===== src/design/hrbp_pkg.sv =====
// ----------------------------------------------------------------------------
// hrbp_pkg
// Shared types and constants of the http request byte parser.
// ----------------------------------------------------------------------------
package hrbp_pkg;

    // field tag of one result
    typedef enum logic [3:0] {
        KIND_METHOD  = 4'd0,
        KIND_PATH    = 4'd1,
        KIND_QUERY   = 4'd2,
        KIND_VERSION = 4'd3,
        KIND_KEY     = 4'd4,
        KIND_VALUE   = 4'd5,
        KIND_BODY    = 4'd6,
        KIND_SEP     = 4'd7,
        KIND_DROP    = 4'd8
    } kind_t;

    // outcome reported on the final result
    typedef enum logic [1:0] {
        STAT_BUSY     = 2'd0,
        STAT_COMPLETE = 2'd1,
        STAT_MALFORM  = 2'd2,
        STAT_LONE_CR  = 2'd3
    } status_t;

    // parser phase, one-hot
    typedef enum logic [8:0] {
        PH_METHOD     = 9'b000000001,
        PH_PATH       = 9'b000000010,
        PH_QUERY      = 9'b000000100,
        PH_VERSION    = 9'b000001000,
        PH_VERSION_LF = 9'b000010000,
        PH_KEY        = 9'b000100000,
        PH_VALUE      = 9'b001000000,
        PH_BODY       = 9'b010000000,
        PH_DROP       = 9'b100000000
    } phase_t;

    // delimiter held back for one byte, one-hot
    typedef enum logic [2:0] {
        HOLD_NONE  = 3'b001,
        HOLD_COLON = 3'b010,
        HOLD_CR    = 3'b100
    } hold_t;

    localparam logic [7:0] CH_SPACE = 8'h20;
    localparam logic [7:0] CH_QMARK = 8'h3f;
    localparam logic [7:0] CH_CR    = 8'h0d;
    localparam logic [7:0] CH_LF    = 8'h0a;
    localparam logic [7:0] CH_COLON = 8'h3a;

    localparam int QUEUE_DEPTH = 4;
    localparam int QPTR_W      = $clog2(QUEUE_DEPTH);

    // one tagged byte
    typedef struct packed {
        kind_t       kind;
        logic [3:0]  hdr;
        logic [9:0]  pos;
        logic [7:0]  data;
        status_t     status;
        logic        final_flag;
    } result_t;

    // results caused by one accepted byte
    typedef struct packed {
        logic    two;
        result_t r1;
        result_t r0;
    } entry_t;

    function automatic result_t make_res(kind_t k, logic [3:0] h, logic [9:0] p,
                                         logic [7:0] d);
        result_t r;
        r.kind       = k;
        r.hdr        = h;
        r.pos        = p;
        r.data       = d;
        r.status     = STAT_BUSY;
        r.final_flag = 1'b0;
        return r;
    endfunction

endpackage


===== src/design/http_request_byte_parser_unit.sv =====
// ----------------------------------------------------------------------------
// http_request_byte_parser_unit
// Tags the bytes of an http request with field, header number and position.
// ----------------------------------------------------------------------------
// Input channel: data_byte and end_of_request are taken together at an
// edge with push high and full low; end_of_request marks the last byte.
// Result channel: while empty is low the oldest result sits on field_kind,
// header_number, field_position, byte_out, parse_status and final_result;
// pop high at an edge takes it.
// A byte is classified in the cycle it is accepted and gives zero, one or two
// results; a result passes through the queue and the output register before
// it appears on the outputs. The front accepts one byte per cycle while full
// is low, the output side one result per cycle while pop is high, so a byte
// that gives two results takes two pops. A four-entry queue sits between.
// When pop stays low the queue fills and full rises; results are held and
// none are lost. Reset clears the parser state, the queue and the output
// register; no result is shown until a byte arrives. After the last byte of
// a request the parser returns to its reset state by itself.
// ----------------------------------------------------------------------------
module http_request_byte_parser_unit #(
    parameter int HEADER_LIMIT  = 16,
    parameter int REQUEST_BYTES = 1024
) (
    input  logic        clk,
    input  logic        rst_n,
    input  logic        push,
    output logic        full,
    input  logic [7:0]  data_byte,
    input  logic        end_of_request,
    output logic        empty,
    input  logic        pop,
    output logic [3:0]  field_kind,
    output logic [3:0]  header_number,
    output logic [9:0]  field_position,
    output logic [7:0]  byte_out,
    output logic [1:0]  parse_status,
    output logic        final_result
);

    logic               accept;
    logic               entry_push;
    hrbp_pkg::entry_t   entry;
    hrbp_pkg::entry_t   q_data;
    logic               q_not_empty;
    logic               q_rd;
    hrbp_pkg::result_t  res;

    assign accept = push && !full;

    // classifier
    hrbp_front #(
        .HEADER_LIMIT  (HEADER_LIMIT),
        .REQUEST_BYTES (REQUEST_BYTES)
    ) u_front (
        .clk            (clk),
        .rst_n          (rst_n),
        .accept         (accept),
        .data_byte      (data_byte),
        .end_of_request (end_of_request),
        .entry_push     (entry_push),
        .entry          (entry)
    );

    // decoupling queue
    hrbp_queue u_queue (
        .clk       (clk),
        .rst_n     (rst_n),
        .wr_en     (entry_push),
        .wr_data   (entry),
        .full      (full),
        .rd_en     (q_rd),
        .rd_data   (q_data),
        .not_empty (q_not_empty)
    );

    // result output
    hrbp_back u_back (
        .clk         (clk),
        .rst_n       (rst_n),
        .q_not_empty (q_not_empty),
        .q_data      (q_data),
        .q_rd        (q_rd),
        .pop         (pop),
        .empty       (empty),
        .res         (res)
    );

    assign field_kind     = res.kind;
    assign header_number  = res.hdr;
    assign field_position = res.pos;
    assign byte_out       = res.data;
    assign parse_status   = res.status;
    assign final_result   = res.final_flag;

endmodule


===== src/design/hrbp_front.sv =====
// ----------------------------------------------------------------------------
// hrbp_front
// Classifies each accepted byte and forms the zero, one or two results it
// causes, keeping the parser state.
// ----------------------------------------------------------------------------
module hrbp_front #(
    parameter int HEADER_LIMIT  = 16,
    parameter int REQUEST_BYTES = 1024
) (
    input  logic                  clk,
    input  logic                  rst_n,
    input  logic                  accept,
    input  logic [7:0]            data_byte,
    input  logic                  end_of_request,
    output logic                  entry_push,
    output hrbp_pkg::entry_t      entry
);

    localparam logic [9:0] POS_MAX   = 10'(REQUEST_BYTES - 1);
    localparam logic [4:0] HDR_LIMIT = 5'(HEADER_LIMIT);

    hrbp_pkg::phase_t  phase_reg,  phase_next;
    logic [4:0]        hcount_reg, hcount_next;
    logic [9:0]        pos_reg,    pos_next;
    hrbp_pkg::hold_t   hold_reg,   hold_next;
    logic              lstart_reg, lstart_next;
    hrbp_pkg::status_t term_reg,   term_next;

    hrbp_pkg::result_t res [2];
    logic [1:0]        n;

    // header index capped at 15
    function automatic logic [3:0] hdr_of(logic [4:0] c);
        return (c > 5'd15) ? 4'd15 : c[3:0];
    endfunction

    // classification of one byte
    always_comb
    begin
        logic              hb;
        logic              last;
        logic [7:0]        b;
        logic [9:0]        p;
        hrbp_pkg::status_t st;

        phase_next  = phase_reg;
        hcount_next = hcount_reg;
        pos_next    = pos_reg;
        hold_next   = hold_reg;
        lstart_next = lstart_reg;
        term_next   = term_reg;
        res[0]      = '0;
        res[1]      = '0;
        n           = 2'd0;
        hb          = 1'b0;
        last        = end_of_request;
        b           = data_byte;
        p           = '0;
        st          = hrbp_pkg::STAT_BUSY;

        unique case (hold_reg)
            hrbp_pkg::HOLD_COLON:
            begin
                hold_next = hrbp_pkg::HOLD_NONE;
                if (b == hrbp_pkg::CH_SPACE)
                begin
                    res[0] = hrbp_pkg::make_res(hrbp_pkg::KIND_SEP, hdr_of(hcount_next),
                                                10'd0, hrbp_pkg::CH_COLON);
                    res[1] = hrbp_pkg::make_res(hrbp_pkg::KIND_SEP, hdr_of(hcount_next),
                                                10'd0, b);
                    n          = 2'd2;
                    phase_next = hrbp_pkg::PH_VALUE;
                    pos_next   = '0;
                end
                else
                begin
                    p = pos_next;
                    if (pos_next < POS_MAX)
                        pos_next = pos_next + 10'd1;
                    res[0] = hrbp_pkg::make_res(hrbp_pkg::KIND_KEY, hdr_of(hcount_next),
                                                p, hrbp_pkg::CH_COLON);
                    n  = 2'd1;
                    hb = 1'b1;
                end
            end
            hrbp_pkg::HOLD_CR:
            begin
                hold_next = hrbp_pkg::HOLD_NONE;
                if (b == hrbp_pkg::CH_LF)
                begin
                    res[0] = hrbp_pkg::make_res(hrbp_pkg::KIND_SEP, hdr_of(hcount_next),
                                                10'd0, hrbp_pkg::CH_CR);
                    res[1] = hrbp_pkg::make_res(hrbp_pkg::KIND_SEP, hdr_of(hcount_next),
                                                10'd0, b);
                    n = 2'd2;
                    if (lstart_reg)
                        phase_next = hrbp_pkg::PH_BODY;
                    else
                    begin
                        if (hcount_next < HDR_LIMIT)
                            hcount_next = hcount_next + 5'd1;
                        phase_next = hrbp_pkg::PH_KEY;
                    end
                    pos_next    = '0;
                    lstart_next = 1'b1;
                end
                else
                begin
                    res[0] = hrbp_pkg::make_res(hrbp_pkg::KIND_DROP, 4'd0, 10'd0,
                                                hrbp_pkg::CH_CR);
                    res[1] = hrbp_pkg::make_res(hrbp_pkg::KIND_DROP, 4'd0, 10'd0, b);
                    n          = 2'd2;
                    phase_next = hrbp_pkg::PH_DROP;
                    term_next  = hrbp_pkg::STAT_LONE_CR;
                end
            end
            hrbp_pkg::HOLD_NONE:
            begin
                unique case (phase_reg)
                    hrbp_pkg::PH_METHOD:
                    begin
                        n = 2'd1;
                        if (b == hrbp_pkg::CH_SPACE)
                        begin
                            res[0] = hrbp_pkg::make_res(hrbp_pkg::KIND_SEP, 4'd0, 10'd0, b);
                            phase_next = hrbp_pkg::PH_PATH;
                            pos_next   = '0;
                        end
                        else
                        begin
                            p = pos_next;
                            if (pos_next < POS_MAX)
                                pos_next = pos_next + 10'd1;
                            res[0] = hrbp_pkg::make_res(hrbp_pkg::KIND_METHOD, 4'd0, p, b);
                        end
                    end
                    hrbp_pkg::PH_PATH, hrbp_pkg::PH_QUERY:
                    begin
                        n = 2'd1;
                        if (b == hrbp_pkg::CH_SPACE)
                        begin
                            res[0] = hrbp_pkg::make_res(hrbp_pkg::KIND_SEP, 4'd0, 10'd0, b);
                            phase_next = hrbp_pkg::PH_VERSION;
                            pos_next   = '0;
                        end
                        else if (phase_reg == hrbp_pkg::PH_PATH && b == hrbp_pkg::CH_QMARK)
                        begin
                            res[0] = hrbp_pkg::make_res(hrbp_pkg::KIND_SEP, 4'd0, 10'd0, b);
                            phase_next = hrbp_pkg::PH_QUERY;
                            pos_next   = '0;
                        end
                        else
                        begin
                            p = pos_next;
                            if (pos_next < POS_MAX)
                                pos_next = pos_next + 10'd1;
                            res[0] = hrbp_pkg::make_res(
                                (phase_reg == hrbp_pkg::PH_PATH) ? hrbp_pkg::KIND_PATH
                                                                 : hrbp_pkg::KIND_QUERY,
                                4'd0, p, b);
                        end
                    end
                    hrbp_pkg::PH_VERSION:
                    begin
                        n = 2'd1;
                        if (b == hrbp_pkg::CH_CR)
                        begin
                            res[0] = hrbp_pkg::make_res(hrbp_pkg::KIND_SEP, 4'd0, 10'd0, b);
                            phase_next = hrbp_pkg::PH_VERSION_LF;
                        end
                        else
                        begin
                            p = pos_next;
                            if (pos_next < POS_MAX)
                                pos_next = pos_next + 10'd1;
                            res[0] = hrbp_pkg::make_res(hrbp_pkg::KIND_VERSION, 4'd0, p, b);
                        end
                    end
                    hrbp_pkg::PH_VERSION_LF:
                    begin
                        n = 2'd1;
                        if (b == hrbp_pkg::CH_LF)
                        begin
                            res[0] = hrbp_pkg::make_res(hrbp_pkg::KIND_SEP, 4'd0, 10'd0, b);
                            phase_next  = hrbp_pkg::PH_KEY;
                            hcount_next = '0;
                            pos_next    = '0;
                            lstart_next = 1'b1;
                        end
                        else
                        begin
                            res[0] = hrbp_pkg::make_res(hrbp_pkg::KIND_DROP, 4'd0, 10'd0, b);
                            phase_next = hrbp_pkg::PH_DROP;
                            term_next  = hrbp_pkg::STAT_MALFORM;
                        end
                    end
                    hrbp_pkg::PH_KEY, hrbp_pkg::PH_VALUE:
                    begin
                        hb = 1'b1;
                    end
                    hrbp_pkg::PH_BODY:
                    begin
                        n = 2'd1;
                        p = pos_next;
                        if (pos_next < POS_MAX)
                            pos_next = pos_next + 10'd1;
                        res[0] = hrbp_pkg::make_res(hrbp_pkg::KIND_BODY, 4'd0, p, b);
                    end
                    default:
                    begin
                        n = 2'd1;
                        res[0] = hrbp_pkg::make_res(hrbp_pkg::KIND_DROP, 4'd0, 10'd0, b);
                    end
                endcase
            end
            default:
            begin
                hold_next = hrbp_pkg::HOLD_NONE;
            end
        endcase

        // byte inside a header line
        if (hb)
        begin
            if (b == hrbp_pkg::CH_CR)
            begin
                if (last)
                begin
                    res[n[0]] = hrbp_pkg::make_res(hrbp_pkg::KIND_DROP, 4'd0, 10'd0, b);
                    n          = n + 2'd1;
                    phase_next = hrbp_pkg::PH_DROP;
                    term_next  = hrbp_pkg::STAT_LONE_CR;
                    hold_next  = hrbp_pkg::HOLD_NONE;
                end
                else
                    hold_next = hrbp_pkg::HOLD_CR;
            end
            else
            begin
                lstart_next = 1'b0;
                if (hcount_next >= HDR_LIMIT)
                begin
                    res[n[0]] = hrbp_pkg::make_res(hrbp_pkg::KIND_DROP, hdr_of(hcount_next),
                                                   10'd0, b);
                    n = n + 2'd1;
                end
                else if (phase_next == hrbp_pkg::PH_KEY && b == hrbp_pkg::CH_COLON && !last)
                    hold_next = hrbp_pkg::HOLD_COLON;
                else
                begin
                    p = pos_next;
                    if (pos_next < POS_MAX)
                        pos_next = pos_next + 10'd1;
                    res[n[0]] = hrbp_pkg::make_res(
                        (phase_next == hrbp_pkg::PH_KEY) ? hrbp_pkg::KIND_KEY
                                                         : hrbp_pkg::KIND_VALUE,
                        hdr_of(hcount_next), p, b);
                    n = n + 2'd1;
                end
            end
        end

        // outcome on the last byte of a request
        if (last)
        begin
            if (n == 2'd0)
            begin
                res[0] = hrbp_pkg::make_res(hrbp_pkg::KIND_DROP, 4'd0, 10'd0, b);
                n      = 2'd1;
            end
            if (term_next != hrbp_pkg::STAT_BUSY)
                st = term_next;
            else if (phase_next == hrbp_pkg::PH_METHOD || phase_next == hrbp_pkg::PH_PATH ||
                     phase_next == hrbp_pkg::PH_QUERY || phase_next == hrbp_pkg::PH_VERSION ||
                     phase_next == hrbp_pkg::PH_VERSION_LF)
                st = hrbp_pkg::STAT_MALFORM;
            else
                st = hrbp_pkg::STAT_COMPLETE;
            if (n == 2'd2)
            begin
                res[1].status     = st;
                res[1].final_flag = 1'b1;
            end
            else
            begin
                res[0].status     = st;
                res[0].final_flag = 1'b1;
            end
            phase_next  = hrbp_pkg::PH_METHOD;
            hcount_next = '0;
            pos_next    = '0;
            hold_next   = hrbp_pkg::HOLD_NONE;
            lstart_next = 1'b0;
            term_next   = hrbp_pkg::STAT_BUSY;
        end
    end

    // entry toward the queue
    assign entry_push = accept && (n != 2'd0);
    assign entry.two  = (n == 2'd2);
    assign entry.r0   = res[0];
    assign entry.r1   = res[1];

    // parser state
    always_ff @(posedge clk or negedge rst_n)
    begin
        if (!rst_n)
        begin
            phase_reg  <= hrbp_pkg::PH_METHOD;
            hcount_reg <= '0;
            pos_reg    <= '0;
            hold_reg   <= hrbp_pkg::HOLD_NONE;
            lstart_reg <= 1'b0;
            term_reg   <= hrbp_pkg::STAT_BUSY;
        end
        else if (accept)
        begin
            phase_reg  <= phase_next;
            hcount_reg <= hcount_next;
            pos_reg    <= pos_next;
            hold_reg   <= hold_next;
            lstart_reg <= lstart_next;
            term_reg   <= term_next;
        end
    end

endmodule


===== src/design/hrbp_queue.sv =====
// ----------------------------------------------------------------------------
// hrbp_queue
// Short queue of result entries between the classifier and the output side.
// ----------------------------------------------------------------------------
module hrbp_queue (
    input  logic              clk,
    input  logic              rst_n,
    input  logic              wr_en,
    input  hrbp_pkg::entry_t  wr_data,
    output logic              full,
    input  logic              rd_en,
    output hrbp_pkg::entry_t  rd_data,
    output logic              not_empty
);

    localparam int PW = hrbp_pkg::QPTR_W;

    hrbp_pkg::entry_t  mem [hrbp_pkg::QUEUE_DEPTH];
    logic [PW-1:0]     wptr_reg, wptr_next;
    logic [PW-1:0]     rptr_reg, rptr_next;
    logic [PW:0]       count_reg, count_next;
    logic              do_wr, do_rd;

    assign full      = (count_reg == (PW+1)'(hrbp_pkg::QUEUE_DEPTH));
    assign not_empty = (count_reg != '0);
    assign do_wr     = wr_en && !full;
    assign do_rd     = rd_en && not_empty;
    assign rd_data   = mem[rptr_reg];

    // pointer and fill count update
    always_comb
    begin
        wptr_next  = do_wr ? wptr_reg + PW'(1) : wptr_reg;
        rptr_next  = do_rd ? rptr_reg + PW'(1) : rptr_reg;
        count_next = count_reg;
        if (do_wr && !do_rd)
            count_next = count_reg + (PW+1)'(1);
        else if (do_rd && !do_wr)
            count_next = count_reg - (PW+1)'(1);
    end

    always_ff @(posedge clk or negedge rst_n)
    begin
        if (!rst_n)
        begin
            wptr_reg  <= '0;
            rptr_reg  <= '0;
            count_reg <= '0;
        end
        else
        begin
            wptr_reg  <= wptr_next;
            rptr_reg  <= rptr_next;
            count_reg <= count_next;
        end
    end

    // entry storage
    always_ff @(posedge clk)
    begin
        if (do_wr)
            mem[wptr_reg] <= wr_data;
    end

endmodule


===== src/design/hrbp_back.sv =====
// ----------------------------------------------------------------------------
// hrbp_back
// Output register: takes entries from the queue and hands out their results
// one result at a time.
// ----------------------------------------------------------------------------
module hrbp_back (
    input  logic               clk,
    input  logic               rst_n,
    input  logic               q_not_empty,
    input  hrbp_pkg::entry_t   q_data,
    output logic               q_rd,
    input  logic               pop,
    output logic               empty,
    output hrbp_pkg::result_t  res
);

    hrbp_pkg::entry_t  cur_reg,   cur_next;
    logic              valid_reg, valid_next;
    logic              idx_reg,   idx_next;
    logic              taken, last_of_entry, advance;

    assign empty         = !valid_reg;
    assign taken         = pop && valid_reg;
    assign last_of_entry = idx_reg || !cur_reg.two;
    assign advance       = !valid_reg || (taken && last_of_entry);
    assign q_rd          = advance && q_not_empty;
    assign res           = idx_reg ? cur_reg.r1 : cur_reg.r0;

    // select next entry or second result
    always_comb
    begin
        cur_next   = cur_reg;
        valid_next = valid_reg;
        idx_next   = idx_reg;
        if (advance)
        begin
            cur_next   = q_data;
            valid_next = q_not_empty;
            idx_next   = 1'b0;
        end
        else if (taken)
            idx_next = 1'b1;
    end

    always_ff @(posedge clk or negedge rst_n)
    begin
        if (!rst_n)
        begin
            valid_reg <= 1'b0;
            idx_reg   <= 1'b0;
        end
        else
        begin
            valid_reg <= valid_next;
            idx_reg   <= idx_next;
        end
    end

    // payload
    always_ff @(posedge clk)
    begin
        cur_reg <= cur_next;
    end

endmodule


===== config.mk =====
export PLATFORM = sky130hd
export DESIGN_NAME = http_request_byte_parser_unit
export DESIGN_NICKNAME = d
export VERILOG_FILES = /design/src/design/hrbp_pkg.sv /design/src/design/http_request_byte_parser_unit.sv /design/src/design/hrbp_front.sv /design/src/design/hrbp_queue.sv /design/src/design/hrbp_back.sv
export SDC_FILE = /design/constraint.sdc
export NUM_CORES = 1
export LEC_CHECK = 0
export BUFFER_PORTS_ARGS = -buffer_cell sky130_fd_sc_hd__buf_2
export CORE_AREA = 2 2 209 211
export CTS_BUF_LIST = sky130_fd_sc_hd__clkbuf_8
export DETAILED_ROUTE_END_ITERATION = 10
export DIE_AREA = 0 0 211 213
export GPL_ROUTABILITY_DRIVEN = 0
export PLACE_DENSITY = 0.57
export SLEW_MARGIN = 20
export SYNTH_ARGS = -nofsm -noshare
export SYNTH_HDL_FRONTEND = slang
export SYNTH_SLANG_ARGS = --single-unit

===== constraint.sdc =====
create_clock -name clk -period 9.9 [get_ports clk]
set_clock_uncertainty 0.15 [all_clocks]
set_input_delay 0.99 -clock clk [delete_from_list [all_inputs] [get_ports clk]]
set_output_delay 0.99 -clock clk [all_outputs]
set_load 0.05 [all_outputs]

==> impl_table.tex, run 1 <==
\begin{tabular}{lr}
\hline
Metric & Value \\
\hline
\multicolumn{2}{l}{\textbf{Power and ir drop}} \\
Worst ir drop on vdd & between 0.1 and 0.15 mV \\
P per Cell Area & 285.0 nW/um\^{}2 \\
Switching power total & about 0.0016 W \\
Leakage component of the power & just under 6 nW \\
Internal Pwr Total & between 0.003 and 0.004 W \\
Share of total power in sequential cells & 45.3\% \\
Share of total power consumed by net switching & 33.77\% \\
Fraction of power consumed by combinational cells & between 30 and 40\% \\
Clock Power Share & between 20\% and 30\% \\
\multicolumn{2}{l}{\textbf{Worst setup path}} \\
Arrival time reported for the critical path endpoint & 5.30 ns \\
Kind of start point of the critical path & register \\
Sum of buffers and inverters on the critical path & 2 \\
Maximum fanout count along the critical path & 31 \\
CP max-delay cell & and2\_2 \\
Delay of the slowest cell on the worst path & around 0.87 ns \\
Endpoint class of the critical path & register \\
Critical path start-end classification & reg2reg \\
Delay-heaviest family, CP & simple AND/OR/NAND/NOR gates \\
Required arrival time at the worst endpoint & $\sim$10 ns \\
Critical path cell sequence & nor4b\_1 > nand4\_1 > a2111oi\_0 > a31oi\_1 > nand4\_1 > nor4bb\_2 > buf\_4 > a21oi\_2 > nand2\_1 > a21oi\_2 > and2\_2 > buf\_4 \\
\multicolumn{2}{l}{\textbf{Global route}} \\
Wire length of the first global-routing pass & between 50000 and 60000 microns \\
Overall routing resource usage & between 10\% and 20\% \\
Maximum number of pins on one net before global-route repair & 62 \\
Vias in the first global route & a little under 9000 \\
Initial antenna violation count & 2 \\
Overall overflow remaining after global route & 0 \\
\multicolumn{2}{l}{\textbf{Timing}} \\
Slew at the pin closest to its max-slew limit & around 1.0 ns \\
Tightest hold margin & around 0.14 ns \\
Final-layout setup total negative slack & 0 ns \\
Setup repair after global routing missed its margin & no \\
Max-slew headroom at the worst pin & 31.10\% \\
Setup slack of the critical path after layout & about 4.7 ns \\
Final count of pins violating max slew & 0 \\
Share of the cycle needed by the critical path after routing & roughly 53\% \\
Maximum operating frequency & around 0.19 GHz \\
Final hold viol count & 0 \\
Final Critical Period & around 5.2 ns \\
Number of setup violations in the final report & 0 \\
\multicolumn{2}{l}{\textbf{Synth}} \\
Area contributors post-synth & edfxtp\_1 (60\%), mux4\_2 (9.0\%), dfrtp\_1 (6.3\%), mux2\_2 (2.4\%), nand2\_1 (2.0\%) \\
Cell variety after synth & between 80 and 90 \\
Synth top cells by count & edfxtp\_1 (295), nand2\_1 (77), nor2\_1 (69), mux4\_2 (59), o21ai\_0 (55) \\
Share of the synthesized area in the top cell type & approximately three fifths \\
Share of synthesized area occupied by flip-flops and latches & about two thirds \\
Syn Area/Cell & roughly 15 sq um \\
Cell Area, Synth & between 10000 and 15000 sq um \\
Number of cells produced by synthesis & 989 \\
Number of enable-type register cells in the synthesized netlist & between 200 and 300 \\
Proportion of synthesized flip-flops having asynchronous set or reset & between 10\% and 20\% \\
Number of synthesized register bits & between 300 and 400 \\
Warnings from Yosys & 0 \\
Yosys top cell by area & edfxtp\_1 \\
Most used flip-flop cell after synthesis & edfxtp\_1 \\
Most instantiated library cell after synthesis & edfxtp\_1 \\
Nets in the synthesized netlist & 1011 \\
\multicolumn{2}{l}{\textbf{Clock network}} \\
CTS resizes & 0 \\
TritonCTS clock tree & done \\
Clock latency at the later pin of the worst-skew pair & around 0.59 ns \\
CTS sink count & roughly 330 \\
Buffers inserted by post-CTS timing repair & 0 \\
Hold bufs inserted after CTS & 0 \\
Inserted Clock Buffers & 51 \\
Clock-pin slew on the worst setup and hold paths & roughly 0.060 ns \\
Clock Root Buffer & clkbuf\_8 \\
Maximum level of the CTS H-tree & 2 \\
Clock Tree Buf Depth & 3 \\
\multicolumn{2}{l}{\textbf{Finish}} \\
Proportion of layout cells with a drive suffix above 1 & between 20\% and 30\% \\
Area Overhead vs Synth & 12.71\% \\
Number of flip-flops in the largest register & around 240 \\
Net count of the finished layout & $\sim$1100 \\
Non-filler cells, final & around 1600 \\
Final standard cell area without fillers & between 15000 and 20000 sq um \\
\multicolumn{2}{l}{\textbf{Detailed routing}} \\
Number of iterations in the first detailed-routing pass & 6 \\
Antenna-violating nets left & 0 \\
DRC violation count after routing & 0 \\
Via-to-Cell Ratio & approximately 5.5 \\
Detailed-route via count & about 9000 \\
Number of violations reported at the end of detailed-routing iteration 0 & between 900 and 1000 \\
Wirelength per Cell & around 21 microns \\
Drt total wl & between 30000 and 40000 microns \\
\multicolumn{2}{l}{\textbf{Placed design}} \\
Port Buffers & 43 \\
Detailed placer's ending HPWL & approximately 22000 microns \\
Placed Cells incl. Taps & 1538 \\
Post-DP Area & 15580 sq um \\
Post-Place Setup Slack & between 4 and 5 ns \\
\multicolumn{2}{l}{\textbf{Floorplan}} \\
Effective utilization at floorplan & 34.61\% \\
Placeable core region & between 40000 and 50000 sq um \\
Overall die width & 211 microns \\
Number of cell rows & 76 \\
Y dimension of the die & between 200 and 250 microns \\
Full die area & around 45000 sq um \\
Total I/O pin count & 44 \\
\multicolumn{2}{l}{\textbf{Worst hold path}} \\
Type of the worst min-delay path & in2async \\
\multicolumn{2}{l}{\textbf{Outcome}} \\
Run status & completed \\
\multicolumn{2}{l}{\textbf{Run}} \\
Max-Cap Viols & 0 \\
\hline
\end{tabular}
-- logic make-up (layout without fill, tap and decap cells) --
| logic type | after synthesis | in the layout | share of synthesized area, % |
|---|---|---|---|
| adder cells (fa/ha/maj) | 9 | 9 | 0.8129 |
| multiplexers | 94 | 94 | 11.63 |
| buffers and inverters | 70 | 168 | 1.922 |
| AND/OR/NAND/NOR | 269 | 269 | 9.382 |
| AO/OA/AOI/OAI | 199 | 199 | 8.848 |
| XOR/XNOR | 14 | 14 | 0.8298 |
| flip-flops | 334 | 334 | 66.57 |
| other | 0 | 1 | 0 |
-- per-stage QoR --
| step | total power, W | util [%] |
|---|---|---|
| 6_report | 0.004747 | 39.01 |
| 5_1_grt | 0.005003 | 39.00 |
| 4_1_cts | 0.004821 | 38.96 |
| 3_5_place_dp | 0.003649 | 36.49 |
| 3_3_place_gp | 0.003626 | 36.49 |
| 2_1_floorplan | 0.003249 | - |
-- layout make-up --
cell class,count,area [sq um]
fillers,3913,26040
diodes,1,2.502
flip-flops and latches,334,9842
clock inverters,33,214.0
multi-input cells,585,4669
repair buffers,59,347.8
clock buffers,61,839.6
well taps,546,683.2
inverters,15,56.30
-- power by group through the flow --
stage / Sequential [W] / Clock (W) / Combinational, W
floorplan: 0.00208 / 0 / 0.00117
global placement: 0.00217 / 0 / 0.00145
detailed placement: 0.00219 / 0 / 0.00146
CTS: 0.00216 / 0.00119 / 0.00147
global route: 0.00220 / 0.00126 / 0.00155
finish: 0.00215 / 0.00116 / 0.00144
-- cell usage in the layout, fill, tap and decap left out, drive strengths merged, types with 5 or more instances in the layout --
master	instances
nand2	78
and3	5
ha	8
nand3	11
a31oi	12
nor3	11
or2	5
o21ai	63
o22ai	8
nand2b	10
nor2b	11
a21o	8
inv	30
clkinv	14
or3	9
a21oi	47
a22o	10
xnor2	9
mux2	32
dfrtp	37
and2	10
or4	5
mux4	59
nor4	13
edfxtp	295
buf	59
clkbuf	61
o31ai	9
nand4	8
nor2	70
xor2	5
-- worst paths after layout --
path                            cells after the start              endpoint                  from  slack, ns
worst min-delay path                                1  u_queue.count_reg[2]                 rst_n       0.14
max in group asynchronous                           2   u_front.hold_reg[0]                 rst_n       8.92
worst max register to register                     12    u_queue.mem[2][42]  u_front.phase_reg[7]       4.67
worst max-delay path                               12    u_queue.mem[2][42]  u_front.phase_reg[7]       4.67
min in group clk                                    1  u_queue.count_reg[2]  u_queue.count_reg[2]       0.37
worst min register to register                      1  u_queue.count_reg[2]  u_queue.count_reg[2]       0.37
-- metal layers --
layer / share of wire (%) / global-route usage (%)
met5: 0.038 / 0
met1: 42 / 19.61
met3: 6.6 / 3.456
met4: 3.3 / 5.974
met2: 48 / 25.58
Power figures use the tool's default switching activity.
==> run 2: changes to the inputs <==
Settings changed: ABC_AREA set to 1, CORE_AREA 2 2 209 211 to 2 2 214 216, DIE_AREA 0 0 211 213 to 0 0 216 218, PLACE_DENSITY 0.57 to 0.59.
Clock period 9.9 ns to 4.4 ns, I/O delays scaled along.
==> run 2 against run 1 <==
Net effect: setup slack lost 4.3 ns; fmax up 28%; sequential power rose by 120%; sequential cell count unchanged; first-iteration DRC count rose by 11%; combinational power rose to 3.0 times the previous value; worst hold slack worse by 0.035 ns; via count grew 27%; final cell count increased by 37%; clock power rose by 130%; sequential share of layout area down 3.2 points; count of clock-buffer cells in the layout fell by 6.
==> impl_table.tex, run 2 <==
\begin{tabular}{lr}
\hline
Metric & Value \\
\hline
\multicolumn{2}{l}{\textbf{Clock network}} \\
CTS resizes & 0 (unchanged) \\
Maximum level of the CTS H-tree & 2 (unchanged) \\
Buffers inserted by post-CTS timing repair & 0 (unchanged) \\
Hold bufs inserted after CTS & 2 (+2) \\
CTS sink count & 334 (unchanged) \\
Clock-pin slew on the worst setup and hold paths & 0.06 ns (about the same) \\
Inserted Clock Buffers & 55 (+7.8\%) \\
Clock Root Buffer & clkbuf\_8 \\
TritonCTS clock tree & done \\
Clock Tree Buf Depth & 3 (unchanged) \\
Clock latency at the later pin of the worst-skew pair & 0.64 ns (+0.05 ns) \\
\multicolumn{2}{l}{\textbf{Worst hold path}} \\
Type of the worst min-delay path & in2reg \\
Hold Path Cell Cnt & 3 \\
\multicolumn{2}{l}{\textbf{Global route}} \\
Initial antenna violation count & 1 (-1) \\
Wire length of the first global-routing pass & 63160 microns (+21\%) \\
Maximum number of pins on one net before global-route repair & 119 (+92\%) \\
Overall overflow remaining after global route & 0 (unchanged) \\
Overall routing resource usage & 17.31\% (+1.9 points) \\
Vias in the first global route & 11180 (+25\%) \\
\multicolumn{2}{l}{\textbf{Power and ir drop}} \\
Share of total power consumed by net switching & 40.20\% (+6.4 points) \\
Share of total power in sequential cells & 40.7\% (-4.6 points) \\
P per Cell Area & 661.9 nW/um\^{}2 (+130\%) \\
Fraction of power consumed by combinational cells & 36.5\% (+6.2 points) \\
Internal Pwr Total & 0.006973 W (+120\%) \\
Leakage component of the power & 6.773 nW (+17\%) \\
Worst ir drop on vdd & 0.5135 mV (+370\%) \\
Switching power total & 0.004688 W (+190\%) \\
Clock Power Share & 22.8\% (-1.6 points) \\
\multicolumn{2}{l}{\textbf{Synth}} \\
Share of synthesized area occupied by flip-flops and latches & 63.45\% (-3.1 points) \\
Proportion of synthesized flip-flops having asynchronous set or reset & 11.68\% (unchanged) \\
Warnings from Yosys & 0 (unchanged) \\
Number of enable-type register cells in the synthesized netlist & 295 (unchanged) \\
Cell Area, Synth & 15500 sq um (+4.9\%) \\
Share of the synthesized area in the top cell type & 57.14\% (-2.8 points) \\
Syn Area/Cell & 10.17 sq um (-32\%) \\
Number of synthesized register bits & 334 (unchanged) \\
Number of cells produced by synthesis & 1525 (+54\%) \\
Area contributors post-synth & edfxtp\_1 (57\%), nand2\_1 (7.1\%), dfrtp\_1 (6.0\%), nor2\_1 (5.4\%), o21ai\_0 (5.3\%) \\
Nets in the synthesized netlist & 1547 (+53\%) \\
Yosys top cell by area & edfxtp\_1 \\
Synth top cells by count & edfxtp\_1 (295), nand2\_1 (293), nor2\_1 (222), o21ai\_0 (165), inv\_1 (100) \\
Most used flip-flop cell after synthesis & edfxtp\_1 \\
Cell variety after synth & 58 (-30\%) \\
Most instantiated library cell after synthesis & edfxtp\_1 \\
\multicolumn{2}{l}{\textbf{Worst setup path}} \\
Maximum fanout count along the critical path & 11 (-65\%) \\
Arrival time reported for the critical path endpoint & 4.45 ns (-0.85 ns) \\
Worst Reg-to-Reg Cells & 19 (+7) \\
Kind of start point of the critical path & register \\
Required arrival time at the worst endpoint & 4.77 ns (-5.20 ns) \\
Endpoint class of the critical path & register \\
Critical path start-end classification & reg2reg \\
\multicolumn{2}{l}{\textbf{Finish}} \\
Final design utilization & 39.24\% (+0.24 points) \\
Net count of the finished layout & 1615 (+51\%) \\
Number of flip-flops in the largest register & 236 (unchanged) \\
Non-filler cells, final & 2240 (+37\%) \\
\# fillers & 4448 (+14\%) \\
Commonest cells after routing, fill and taps aside & edfxtp\_1 (295), nand2\_1 (292), nor2\_1 (218), o21ai\_0 (165), inv\_1 (122) \\
Area Overhead vs Synth & 13.64\% \\
Leading cell type in the layout, fill and taps excluded & edfxtp\_1 \\
Proportion of layout cells with a drive suffix above 1 & 13.97\% (-9.7 points) \\
\multicolumn{2}{l}{\textbf{Floorplan}} \\
Number of cell rows & 78 (+2.6\%) \\
Total I/O pin count & 44 (unchanged) \\
Overall die width & 216 microns (+2.4\%) \\
Y dimension of the die & 218 microns (+2.3\%) \\
Placeable core region & 44890 sq um (+5.1\%) \\
Full die area & 47090 sq um (+4.8\%) \\
Effective utilization at floorplan & 34.53\% (-0.075 points) \\
\multicolumn{2}{l}{\textbf{Timing}} \\
Slew at the pin closest to its max-slew limit & 0.9023 ns (-0.1217 ns) \\
Final Critical Period & 4.075 ns (-1.158 ns) \\
Final hold viol count & 0 (unchanged) \\
Maximum operating frequency & 0.2454 GHz (+28\%) \\
Final count of pins violating max slew & 0 (unchanged) \\
Max-slew headroom at the worst pin & 39.33\% (+8.2 points) \\
Share of the cycle needed by the critical path after routing & 92.62\% (+40 points) \\
Number of setup violations in the final report & 0 (unchanged) \\
Setup repair after global routing missed its margin & no \\
Tightest hold margin & 0.1005 ns (-0.03546 ns) \\
\multicolumn{2}{l}{\textbf{Detailed routing}} \\
Wirelength per Cell & 18.16 microns (-13\%) \\
Detailed-route via count & 11440 (+27\%) \\
Number of violations reported at the end of detailed-routing iteration 0 & 1024 (+11\%) \\
Drt total wl & 40680 microns (+19\%) \\
DRC violation count after routing & 0 (unchanged) \\
Number of iterations in the first detailed-routing pass & 5 (-1) \\
Antenna-violating nets left & 0 (unchanged) \\
Via-to-Cell Ratio & 5.106 (-7.6\%) \\
\multicolumn{2}{l}{\textbf{Placed design}} \\
Port Buffers & 43 (unchanged) \\
Detailed placer's ending HPWL & 26140 microns (+21\%) \\
Placed Cells incl. Taps & 2134 (+39\%) \\
\multicolumn{2}{l}{\textbf{Run}} \\
Max-Cap Viols & 0 (unchanged) \\
\multicolumn{2}{l}{\textbf{Outcome}} \\
Run status & completed \\
\hline
\end{tabular}
-- run 2: changes by cell type in the layout (fill, tap and decap cells not counted), sizes merged, moves of 11 or more --
| cell | delta |
|---|---|
| nand2 | +229 |
| nor2 | +172 |
| inv | +121 |
| o21ai | +117 |
| o22ai | +66 |
| mux4 | -59 |
| nand3 | +53 |
| mux2 | -31 |
| nor4 | -12 |
| buf | +11 |
| nor2b | -11 |
-- run 2: cell type report --
type	count	area, sq um	share of cell area, %
sequential	334	9841	55.86
multi-input combinational	1001	4964	28.17
clock buffer	55	757.0	4.297
tap	600	750.7	4.261
timing repair buffer	72	494.2	2.805
inverter	129	485.5	2.755
clock inverter	48	324.1	1.839
antenna	1	2.502	0.01420
-- run 2: critical path, cell delays in order, from the launching register on --
cell	delay, ns
dfrtp_1	0.45
inv_2	0.07
nor3_2	0.65
inv_2	0.10
nor2_1	0.23
nand2_1	0.08
nand3_1	0.07
nor2_1	0.06
a21oi_2	0.20
nand3_1	0.14
nor2_4	0.21
nand3_4	0.13
nand2_2	0.14
nand4_1	0.15
nand2_2	0.12
inv_2	0.06
ha_1	0.18
inv_1	0.10
fa_1	0.42
mux2_2	0.27
-- run 2: final timing paths --
kind,start,to,slack (ns)
max,u_front.hold_reg[1],u_queue.count_reg[1],0.32
min,data_byte[1],u_queue.mem[0][4],0.10
max reg2reg,u_front.hold_reg[1],u_queue.count_reg[1],0.32
min reg2reg,u_front.term_reg[0],u_front.term_reg[0],0.34
max in group asynchronous,rst_n,u_queue.rptr_reg[0],3.47
min in group asynchronous,rst_n,u_front.pos_reg[3],0.18
-- run 2: routing by layer --
layer | wire [microns] | track usage, %
met5 | 0 | 0
met4 | 1161 | 6.804
met3 | 2057 | 2.455
met2 | 19070 | 28.48
met1 | 18380 | 23.19
-- run 2: power groups by stage --
stage / registers [W] / clock network, W / logic [W]
finish: 0.00475 / 0.00266 / 0.00426
global route: 0.00481 / 0.00286 / 0.00468
CTS: 0.00474 / 0.00273 / 0.00431
detailed placement: 0.00481 / 0 / 0.00430
global placement: 0.00479 / 0 / 0.00424
floorplan: 0.00479 / 0 / 0.00299
-- run 2: logic make-up after synthesis --
family                   share of synthesized area, %
flip-flops                                      63.45
AND/OR/NAND/NOR                                 18.26
AO/OA/AOI/OAI                                   12.19
buffers and inverters                           4.745
XOR/XNOR                                       0.5085
adder cells (fa/ha/maj)                        0.7748
multiplexers                                  0.07263
-- run 2: metrics by stage --
step,setup slack (ns),area [sq um],TNS (ns),power (W)
6_report,0.3248,17620,0,0.01166
5_1_grt,0.007140,17620,0,0.01236
4_1_cts,0.3783,17610,0,0.01178
3_5_place_dp,0.4320,16510,0,0.009108
3_3_place_gp,0.5146,16510,0,0.009031
2_1_floorplan,-0.7492,15500,-176.82,0.007779
==> run 3: changes to the inputs <==
Settings changed: BUFFER_PORTS_ARGS -buffer_cell sky130_fd_sc_hd__buf_2 to unset, CORE_AREA 2 2 214 216 to 2 2 239 241, DIE_AREA 0 0 216 218 to 0 0 241 243, DONT_BUFFER_PORTS set to 1, PLACE_DENSITY 0.59 to 0.51.
==> run 3 against run 2 <==
Net effect: first-iteration DRC count fell by 6.1%; worst hold slack worse by 0.046 ns; critical path type unchanged; fmax increased by 4.2%; critical endpoint unchanged; largest cell class unchanged; largest power group unchanged.
==> impl_table.tex, run 3 (synthesis results as in run 2) <==
\begin{tabular}{lr}
\hline
Metric & Value \\
\hline
\multicolumn{2}{l}{\textbf{Global route}} \\
Maximum number of pins on one net before global-route repair & 87 (-27\%) \\
Initial antenna violation count & 0 (-1) \\
Overall routing resource usage & 14.55\% (-2.8 points) \\
Vias in the first global route & 11370 (+1.7\%) \\
Wire length of the first global-routing pass & 65640 microns (+3.9\%) \\
Overall overflow remaining after global route & 0 (unchanged) \\
\multicolumn{2}{l}{\textbf{Detailed routing}} \\
Detailed-route via count & 11300 (-1.2\%) \\
Wirelength per Cell & 17.94 microns (-1.2\%) \\
Number of violations reported at the end of detailed-routing iteration 0 & 962 (-6.1\%) \\
Number of iterations in the first detailed-routing pass & 9 (+4) \\
Via-to-Cell Ratio & 4.795 (-6.1\%) \\
Antenna-violating nets left & 0 (unchanged) \\
Drt total wl & 42260 microns (+3.9\%) \\
DRC violation count after routing & 0 (unchanged) \\
\multicolumn{2}{l}{\textbf{Finish}} \\
Leading cell type in the layout, fill and taps excluded & edfxtp\_1 \\
Final standard cell area without fillers & 17610 sq um (about the same) \\
Non-filler cells, final & 2356 (+5.2\%) \\
Diodes inserted & 0 (-1) \\
Area Overhead vs Synth & 13.57\% (about the same) \\
Commonest cells after routing, fill and taps aside & edfxtp\_1 (295), nand2\_1 (292), nor2\_1 (218), o21ai\_0 (165), inv\_1 (115) \\
\# fillers & 5750 (+29\%) \\
Number of flip-flops in the largest register & 236 (unchanged) \\
Proportion of layout cells with a drive suffix above 1 & 11.69\% (-2.3 points) \\
Net count of the finished layout & 1582 (-2.0\%) \\
\multicolumn{2}{l}{\textbf{Clock network}} \\
Maximum level of the CTS H-tree & 2 (unchanged) \\
CTS sink count & 334 (unchanged) \\
Clock Tree Buf Depth & 3 (unchanged) \\
Clock Root Buffer & clkbuf\_8 \\
Clock latency at the later pin of the worst-skew pair & 0.66 ns (+0.02 ns) \\
Inserted Clock Buffers & 55 (unchanged) \\
TritonCTS clock tree & done \\
CTS resizes & 0 (unchanged) \\
Clock-pin slew on the worst setup and hold paths & 0.06 ns (about the same) \\
\multicolumn{2}{l}{\textbf{Worst setup path}} \\
Delay of the slowest cell on the worst path & 0.45 ns (-0.20 ns) \\
CP max-delay cell & dfrtp\_1 \\
Maximum fanout count along the critical path & 7 (-4) \\
Required arrival time at the worst endpoint & 4.79 ns (+0.02 ns) \\
Sum of buffers and inverters on the critical path & 2 (-2) \\
Critical path start-end classification & reg2reg \\
Cell occurring most often along the worst timing path & nor2\_2 \\
Arrival time reported for the critical path endpoint & 4.30 ns (-0.15 ns) \\
Kind of start point of the critical path & register \\
Critical path cell sequence & nor2\_2 > nand3\_1 > nor2\_2 > nor2\_4 > nand2\_4 > nand2\_1 > nand3\_1 > nand2\_1 > nor2\_2 > nand3\_2 > nor2\_4 > nand3\_4 > nand2\_2 > nand4\_1 > nand2\_2 > inv\_2 > ha\_1 > inv\_1 > fa\_1 > mux2\_2 \\
Delay-heaviest family, CP & simple AND/OR/NAND/NOR gates \\
Endpoint class of the critical path & register \\
\multicolumn{2}{l}{\textbf{Power and ir drop}} \\
Clock Power Share & 21.8\% (-1.0 points) \\
Share of total power in sequential cells & 42.0\% (+1.3 points) \\
P per Cell Area & 646.7 nW/um\^{}2 (-2.3\%) \\
Switching power total & 0.004730 W (+0.89\%) \\
Fraction of power consumed by combinational cells & 36.3\% (-0.2 points) \\
Leakage component of the power & 6.561 nW (-3.1\%) \\
Internal Pwr Total & 0.006657 W (-4.5\%) \\
Worst ir drop on vdd & 0.2884 mV (-44\%) \\
Share of total power consumed by net switching & 41.54\% (+1.3 points) \\
\multicolumn{2}{l}{\textbf{Placed design}} \\
Placed Cells incl. Taps & 2250 (+5.4\%) \\
Port Buffers & 0 (-100\%) \\
Post-DP Area & 16520 sq um (about the same) \\
Detailed placer's ending HPWL & 27700 microns (+5.9\%) \\
\multicolumn{2}{l}{\textbf{Floorplan}} \\
Overall die width & 241 microns (+12\%) \\
Effective utilization at floorplan & 27.71\% (-6.8 points) \\
Full die area & 58560 sq um (+24\%) \\
Total I/O pin count & 44 (unchanged) \\
Number of cell rows & 87 (+12\%) \\
Placeable core region & 55950 sq um (+25\%) \\
Y dimension of the die & 243 microns (+11\%) \\
\multicolumn{2}{l}{\textbf{Timing}} \\
Final hold viol count & 0 (unchanged) \\
Final Critical Period & 3.911 ns (-0.1641 ns) \\
Share of the cycle needed by the critical path after routing & 88.89\% (-3.7 points) \\
Maximum operating frequency & 0.2557 GHz (+4.2\%) \\
Final count of pins violating max slew & 0 (unchanged) \\
Setup repair after global routing missed its margin & no \\
Number of setup violations in the final report & 0 (unchanged) \\
Slew at the pin closest to its max-slew limit & 0.9090 ns (+0.006696 ns) \\
Tightest hold margin & 0.05481 ns (-0.04567 ns) \\
Max-slew headroom at the worst pin & 39.33\% (about the same) \\
\multicolumn{2}{l}{\textbf{Worst hold path}} \\
Type of the worst min-delay path & in2reg \\
\multicolumn{2}{l}{\textbf{Outcome}} \\
Run status & completed \\
\multicolumn{2}{l}{\textbf{Run}} \\
Max-Cap Viols & 0 (unchanged) \\
\hline
\end{tabular}
## run 3: worst paths after layout
kind / startpoint / depth (start not counted) / to / slack [ns]
max reg2reg: u_front.phase_reg[1] / 20 / u_queue.count_reg[1] / 0.49
min in group asynchronous: rst_n / 2 / u_front.hcount_reg[3] / 0.16
max: u_front.phase_reg[1] / 20 / u_queue.count_reg[1] / 0.49
min: data_byte[0] / 2 / u_queue.mem[2][32] / 0.05
max in group asynchronous: rst_n / 2 / u_front.hold_reg[0] / 3.66
min reg2reg: u_front.term_reg[1] / 2 / u_front.term_reg[1] / 0.35
## run 3: power by group through the flow
stage	clock (W)	sequential (W)	combinational, W
after floorplan	0	0.00479	0.00299
after global placement	0	0.00483	0.00417
after detailed placement	0	0.00484	0.00420
after CTS	0.00256	0.00478	0.00422
after global routing	0.00269	0.00486	0.00456
final	0.00248	0.00478	0.00413
## run 3: area by class of cell
class	count	area, sq um	share of cell area [%]
sequential	334	9842	55.89
multi-input combinational	1001	4964	28.19
tap	756	945.9	5.372
clock buffer	55	757.0	4.299
inverter	129	485.5	2.757
timing repair buffer	39	395.4	2.245
clock inverter	42	219.0	1.244
## run 3: layer usage
metal	track usage (%)	vias up	wire [microns]	part of all wire, %
met5	0	-	0	0
met4	5.192	0	1319	3.1
met3	3.048	94	2320	5.5
met2	23.72	317	19750	47
met1	19.03	5487	18860	45
li1	-	5399	-	-
## run 3: worst register-to-register path, delay by kind of cell, from the launching register on
family	cells	cell delay, ns
muxes	1	0.28
buffers and inverters	2	0.16
DFF	1	0.45
and+or+nand+nor	15	2.18
adders and majority gates	2	0.59
## run 3: stage by stage
step | setup WS [ns] | total power, W | util (%) | TNS (ns)
global route | 0.2357 | 0.01211 | 31.47 | 0
CTS | 0.5186 | 0.01156 | 31.47 | 0
finish | 0.4889 | 0.01139 | 31.47 | 0
floorplan | -0.7492 | 0.007779 | - | -176.82
global placement | 0.5697 | 0.008994 | 29.53 | 0
detailed placement | 0.4958 | 0.009039 | 29.53 | 0
## run 3: timing repair
item | 4_1_cts | 5_1_grt
hold endpoints to repair | 72 | 0
buffers inserted | 0 | 0
hold buffers | 9 | 0
